--- src/rtl/assert_macros.svh ---
// Assertion helpers used by the RTL
`ifndef ASSERT_MACROS_SVH
`define ASSERT_MACROS_SVH

// Implication checked on every rising clock edge outside reset
`define SF_ASSERT_IMP(label, clk, rstn, ante, cons) \
    label: assert property (@(posedge clk) disable iff (!rstn) (ante) |-> (cons)) \
        else $error("assertion failed");

// Next-cycle implication checked outside reset
`define SF_ASSERT_NEXT(label, clk, rstn, ante, cons) \
    label: assert property (@(posedge clk) disable iff (!rstn) (ante) |=> (cons)) \
        else $error("assertion failed");

`endif

--- src/rtl/sflg_pkg.sv ---
package sflg_pkg;

    localparam int DelayDepthDef  = 2048;
    localparam int SineEntriesDef = 256;

    localparam logic [2:0] CFG_HP_COEFF = 3'd0;
    localparam logic [2:0] CFG_PHASE    = 3'd1;
    localparam logic [2:0] CFG_OFFSET   = 3'd2;
    localparam logic [2:0] CFG_SWEEP    = 3'd3;
    localparam logic [2:0] CFG_MIX      = 3'd4;
    localparam logic [2:0] CFG_FEEDBACK = 3'd5;
    localparam logic [2:0] CFG_WAVE     = 3'd6;

    localparam logic [2:0] WAVE_SINE   = 3'd0;
    localparam logic [2:0] WAVE_SQUARE = 3'd1;
    localparam logic [2:0] WAVE_FALL   = 3'd2;
    localparam logic [2:0] WAVE_RISE   = 3'd3;
    localparam logic [2:0] WAVE_TRI    = 3'd4;
    localparam logic [2:0] WAVE_RAND   = 3'd5;

    typedef struct packed {
        logic [16:0] hp_coeff;
        logic [23:0] phase_step;
        logic [23:0] stereo_offset;
        logic [18:0] sweep_samples;
        logic [15:0] mix_depth;
        logic signed [15:0] feedback;
        logic [2:0]  wave_select;
    } cfg_t;

    function automatic logic signed [15:0] sat16(input logic signed [47:0] v);
        if (v > 48'sd32767) return 16'sh7fff;
        if (v < -48'sd32768) return 16'sh8000;
        return v[15:0];
    endfunction

    // Arithmetic shift right with round half up
    function automatic logic signed [47:0] rshift(input logic signed [47:0] v,
                                                 input int unsigned s);
        logic signed [47:0] t;
        t = v + (48'sd1 <<< (s - 1));
        return t >>> s;
    endfunction

endpackage

--- src/rtl/sflg_lfo.sv ---
// Wave generator: phase to unsigned Q1.16 LFO value, sine through a multi-cycle polynomial
module sflg_lfo import sflg_pkg::*; #(
    parameter int SINE_ENTRIES = SineEntriesDef
) (
    input  logic        aclk,
    input  logic        aresetn,
    input  logic        start,
    input  logic [2:0]  wave,
    input  logic [23:0] phase,
    output logic        done,
    output logic [16:0] value
);
    localparam int SB = $clog2(SINE_ENTRIES);

    localparam logic [2:0] L_IDLE = 3'd0;
    localparam logic [2:0] L_POLY = 3'd1;
    localparam logic [2:0] L_MUL  = 3'd2;
    localparam logic [2:0] L_DONE = 3'd3;

    logic [2:0]  st_reg, st_next;
    logic [2:0]  step_reg, step_next;
    logic [31:0] s_reg, s_next;
    logic [30:0] z_reg, z_next;
    logic [30:0] z2_reg, z2_next;
    logic        neg_reg, neg_next;
    logic [16:0] val_reg, val_next;

    logic [23:0] pq;
    logic [22:0] t;
    logic [30:0] zc;
    logic [61:0] zsq;
    logic [63:0] prod;
    logic [31:0] coef;
    logic [31:0] s_fin;
    logic [16:0] half;

    always_comb begin
        pq = phase;
        if (SB < 24) pq = {phase[23 -: SB], {(24 - SB){1'b0}}};
        t = pq[22:0];
        // fold the second quarter of each half cycle back onto the first
        if (t > 23'h400000) t = 23'(24'h800000 - 24'(t));
        zc = {t, 8'd0};
        zsq = 62'(zc) * 62'(zc);
        unique case (step_reg)
            3'd0: coef = 32'd5026995;
            3'd1: coef = 32'd85569306;
            3'd2: coef = 32'd693598669;
            default: coef = 32'd1686629713;
        endcase
        prod = (st_reg == L_MUL) ? 64'(s_reg) * 64'(z_reg) : 64'(s_reg) * 64'(z2_reg);
        s_fin = 32'(prod >> 30);
        if (s_fin > 32'h4000_0000) s_fin = 32'h4000_0000;
        half = 17'((s_fin + 32'd16384) >> 15);
    end

    always_comb begin
        st_next = st_reg;
        step_next = step_reg;
        s_next = s_reg;
        z_next = z_reg;
        z2_next = z2_reg;
        neg_next = neg_reg;
        val_next = val_reg;
        unique case (st_reg)
            L_IDLE: begin
                if (start) begin
                    st_next = L_DONE;
                    unique case (wave)
                        WAVE_SINE: begin
                            z_next = zc;
                            z2_next = 31'(zsq >> 30);
                            s_next = 32'd172272;
                            neg_next = pq[23];
                            step_next = 3'd0;
                            st_next = L_POLY;
                        end
                        WAVE_SQUARE: val_next = (phase == 24'd0) ? 17'd32768 :
                                                (!phase[23] ? 17'd65536 : 17'd0);
                        WAVE_FALL: val_next = 17'd65536 - 17'(phase[23:8]);
                        WAVE_RISE: val_next = 17'(phase[23:8]);
                        WAVE_TRI: val_next = !phase[23] ? 17'(phase[23:7]) :
                                            17'((25'h1000000 - 25'(phase)) >> 7);
                        default: val_next = 17'd0;
                    endcase
                end
            end
            L_POLY: begin
                s_next = coef - 32'(prod >> 30);
                step_next = step_reg + 3'd1;
                if (step_reg == 3'd3) st_next = L_MUL;
            end
            L_MUL: begin
                val_next = neg_reg ? 17'd32768 - half : 17'd32768 + half;
                st_next = L_DONE;
            end
            L_DONE: st_next = L_IDLE;
            default: st_next = L_IDLE;
        endcase
    end

    always_ff @(posedge aclk) begin
        if (!aresetn) begin
            st_reg <= L_IDLE;
        end else begin
            st_reg <= st_next;
        end
        step_reg <= step_next;
        s_reg <= s_next;
        z_reg <= z_next;
        z2_reg <= z2_next;
        neg_reg <= neg_next;
        val_reg <= val_next;
    end

    assign done = (st_reg == L_DONE);
    assign value = val_reg;
endmodule

--- config.mk ---
export PLATFORM = sky130hd
export DESIGN_NAME = sflg_lfo
export DESIGN_NICKNAME = d
export VERILOG_FILES = /design/src/rtl/assert_macros.svh /design/src/rtl/sflg_pkg.sv /design/src/rtl/sflg_lfo.sv
export SDC_FILE = /design/constraint.sdc
export NUM_CORES = 2
export LEC_CHECK = 0
export BUFFER_PORTS_ARGS = -buffer_cell sky130_fd_sc_hd__buf_2
export CAP_MARGIN = 20
export CORE_ASPECT_RATIO = 1.5
export CORE_MARGIN = 1.5
export CORE_UTILIZATION = 45
export CTS_BUF_LIST = sky130_fd_sc_hd__clkbuf_4 sky130_fd_sc_hd__clkbuf_8
export DETAILED_ROUTE_END_ITERATION = 16
export MAX_ROUTING_LAYER = met4
export SYNTH_ARGS = -nofsm -noshare
export SYNTH_HDL_FRONTEND = slang
export SYNTH_SLANG_ARGS = --single-unit
--- constraint.sdc ---
create_clock -name aclk -period 12.88 [get_ports aclk]
set_input_delay 2.576 -clock aclk [delete_from_list [all_inputs] [get_ports aclk]]
set_output_delay 2.576 -clock aclk [all_outputs]
set_load 0.01 [all_outputs]
==> flow_metrics.env <==
export IMPL_std_cell_rows=114
export IMPL_most_area_consuming_cells_after_synthesis="fa_1 31%, ha_1 20%, edfxtp_1 7.2%"
export IMPL_die_y_um=316.9
export IMPL_cts_root_buf="clkbuf_8"
export IMPL_clock_skew_ns=0.04156
export IMPL_cts_root_to_sink_buffers=2
export IMPL_yosys_register_bits=73
export IMPL_dr_pass1_iters=5
export IMPL_ys_seq_area_frac=0.07347
export IMPL_post_route_ant_nets=0
export IMPL_cts_repair_resized=0
export IMPL_highest_layer="met4"
export IMPL_synth_area_sq_um=29560
export IMPL_post_synth_top_count_cell="inv_1"
export IMPL_critical_path_slowest_cell="edfxtp_1"
export IMPL_route_vias_total=23286
export IMPL_drt_iter0_markers=1171
export IMPL_io_buffer_count=47
export IMPL_layout_area_overhead_vs_synth_pct=4.850
export IMPL_cts_setup_buffers=0
export IMPL_synth_edf_count=71
export IMPL_die_area_sq_um=67270
export IMPL_clock_insertion_delay_worst_skew_ns=0.44
export IMPL_hold_path_depth=2
export IMPL_fillerInstances=6490
export IMPL_worst_pin_slew_ns=1.129
export IMPL_design_portCount=48
export IMPL_globalRouteTotalUtil=0.2749
export IMPL_critical_path_required_ns=13.13
export IMPL_tritoncts="done"
export IMPL_fin_nets=4297
export IMPL_cts_hold_fix_buffers=0
export IMPL_yosys_area_top_type_share=0.3135
export IMPL_startpoint_type_of_the_worst_setup_path="flop"
export IMPL_grt_antenna_before_repair=0
export IMPL_max_cap_viol_count=0
export IMPL_detail_route_vias_per_cell=5.538
export IMPL_worstHoldPathType="reg -> reg"
export IMPL_insertedDiodeCount=0
export IMPL_postSynthAreaPerCell_sq_um=8.820
export IMPL_finalMaxSlewViolations=0
export IMPL_reg2reg_depth=34
export IMPL_final_min_clock_period_ns=11.12
export IMPL_maximum_fanout_count_along_the_critical_path=22
export IMPL_grt_max_degree=52
export IMPL_ys_async_sr_fraction=0
export IMPL_cts_buffers=9
export IMPL_clock_pin_slew_of_the_registers_on_the_worst_case_setup_and_hold_paths_ns=0.10
export IMPL_grt_pass1_vias=24875
export IMPL_cts_sink_cnt=73
export IMPL_grt_overflow_total=0
export IMPL_cp_end_kind="flop"
export IMPL_clock_fmax_mhz=89.91
export IMPL_met2WireLength_um=47070
export IMPL_critical_path_max_stage_delay_ns=1.02
export IMPL_h_tree_depth=3
export IMPL_routedLengthMet1_um=29430
export IMPL_core_area_sq_um=64760
export IMPL_gp_congestion=0.9507
export IMPL_drt_total_wl_um=85780
export IMPL_grt_setup_unrepaired="false"
export IMPL_timing_setup_tns_ns=0
export IMPL_timing_final_hold_violations=0
export IMPL_drive_above_1_share=0.05067
export IMPL_floorplan_initialDensity=0.4565
export IMPL_yosys_top_cells_count="538 x inv_1, 474 x ha_1, 463 x fa_1"
export IMPL_run_status="complete, no violations"
export IMPL_finalCritPeriodShare=0.8636
export IMPL_crit_arrival_ns=11.37
export IMPL_syn_inst=3352
export IMPL_netlist_cell_type_count=92
export IMPL_route_detailed_wl_per_inst_um=20.40
export IMPL_dpl_hpwl_um=72310
export IMPL_remaining_drc_errors=0
export IMPL_criticalPathCategory="reg -> reg"
export IMPL_die_width_um=212.3
export IMPL_global_route_wire_length_before_repair_um=136200
export IMPL_worst_slew_margin_relative_to_its_limit=0.2476
export IMPL_report_final_setup_viol=0
export IMPL_met3_routed_length_um=2481
export IMPL_synth_largest_area_cell="fa_1"
export IMPL_max_ffs_per_register=32
export IMPL_synth_flop_cell="edfxtp_1"
export IMPL_synth_warnings=0
==> worst max-delay path: cells and delay by family (launching register included) <==
kind | cells | cell delay [ns]
adders and majority gates | 10 | 4.23
AOI/OAI and AO/OA | 10 | 2.87
buffers and inverters | 4 | 0.49
xor gates and xnor gates | 1 | 0.16
and+or+nand+nor | 8 | 1.87
DFF | 1 | 1.02
muxes | 1 | 0.30
==> placed cells by master, fill, tap and decap left out, types with 8 or more instances in the layout <==
cell type and n:
a31oi_1 12, clkbuf_8 9, and4_1 9, xnor2_1 90
o21ai_0 80, nand3_1 41, a211oi_1 16, ha_1 473
fa_1 463, buf_4 51, buf_2 47, nand2_1 440
and2_1 267, nor4_1 8, and3_1 15, nor3_1 30
a21o_1 35, o21ai_1 12, or3_1 20, or2_2 9
edfxtp_1 71, o21bai_1 13, o22ai_1 19, nand4_1 22
mux2_2 9, nor2_1 157, inv_1 538, o21a_1 10
o31ai_1 17, nand2b_1 20, a21oi_1 101, mux2i_1 15
xor2_1 55, nor2b_1 14
==> final timing paths <==
kind	startpoint	endpoint	slack [ns]
worst min register to register	st_reg[0]	st_reg[0]	0.56
worst min-delay path	st_reg[0]	st_reg[0]	0.56
worst max-delay path	z2_reg[27]	value[16]	1.76
worst max register to register	z2_reg[27]	value[16]	1.76
==> through the flow <==
stage | cells | hold WS, ns | util | setup WS [ns] | instance area [sq um]
5_1_grt | 4205 | 0.6105 | 0.4787 | 1.034 | 31000
3_5_place_dp | 4189 | 0.5573 | 0.4756 | 1.889 | 30800
4_1_cts | 4205 | 0.5702 | 0.4787 | 1.847 | 31000
2_1_floorplan | 3355 | 0.5144 | - | 3.205 | 29570
6_report | 4205 | 0.5645 | 0.4787 | 1.757 | 31000
3_3_place_gp | 4189 | 0.5510 | 0.4756 | 2.026 | 30800
==> logic make-up after synthesis <==
group,count (synthesis),share of synthesized area
fa+ha+maj,937,0.5141
xor+xnor,145,0.04296
other cells,1,0.0001268
mux,26,0.009353
simple gates,1088,0.1814
buf+inv,674,0.08566
compound gates,408,0.09294
flops,73,0.07347
==> area by class of cell <==
| cell class | count | area (sq um) | share of cell area |
|---|---|---|---|
| flip-flops and latches | 73 | 2172 | 0.07007 |
| clock buffers | 10 | 131.4 | 0.004238 |
| well taps | 870 | 1089 | 0.03512 |
| multi-input cells | 2608 | 24890 | 0.8031 |
| repair buffers | 98 | 618.1 | 0.01994 |
| clock inverters | 6 | 66.31 | 0.002139 |
| inverters | 540 | 2027 | 0.06539 |
==> metal layers <==
layer / vias up / GRT usage
met5: - / -
met4: 0 / 0.1839
met3: 267 / 0.01827
met2: 608 / 0.5162
met1: 11609 / 0.2701
li1: 10802 / -
Power is not shown: default switching activity piles up to over one toggle a cycle in this logic, so the estimate is an artifact.
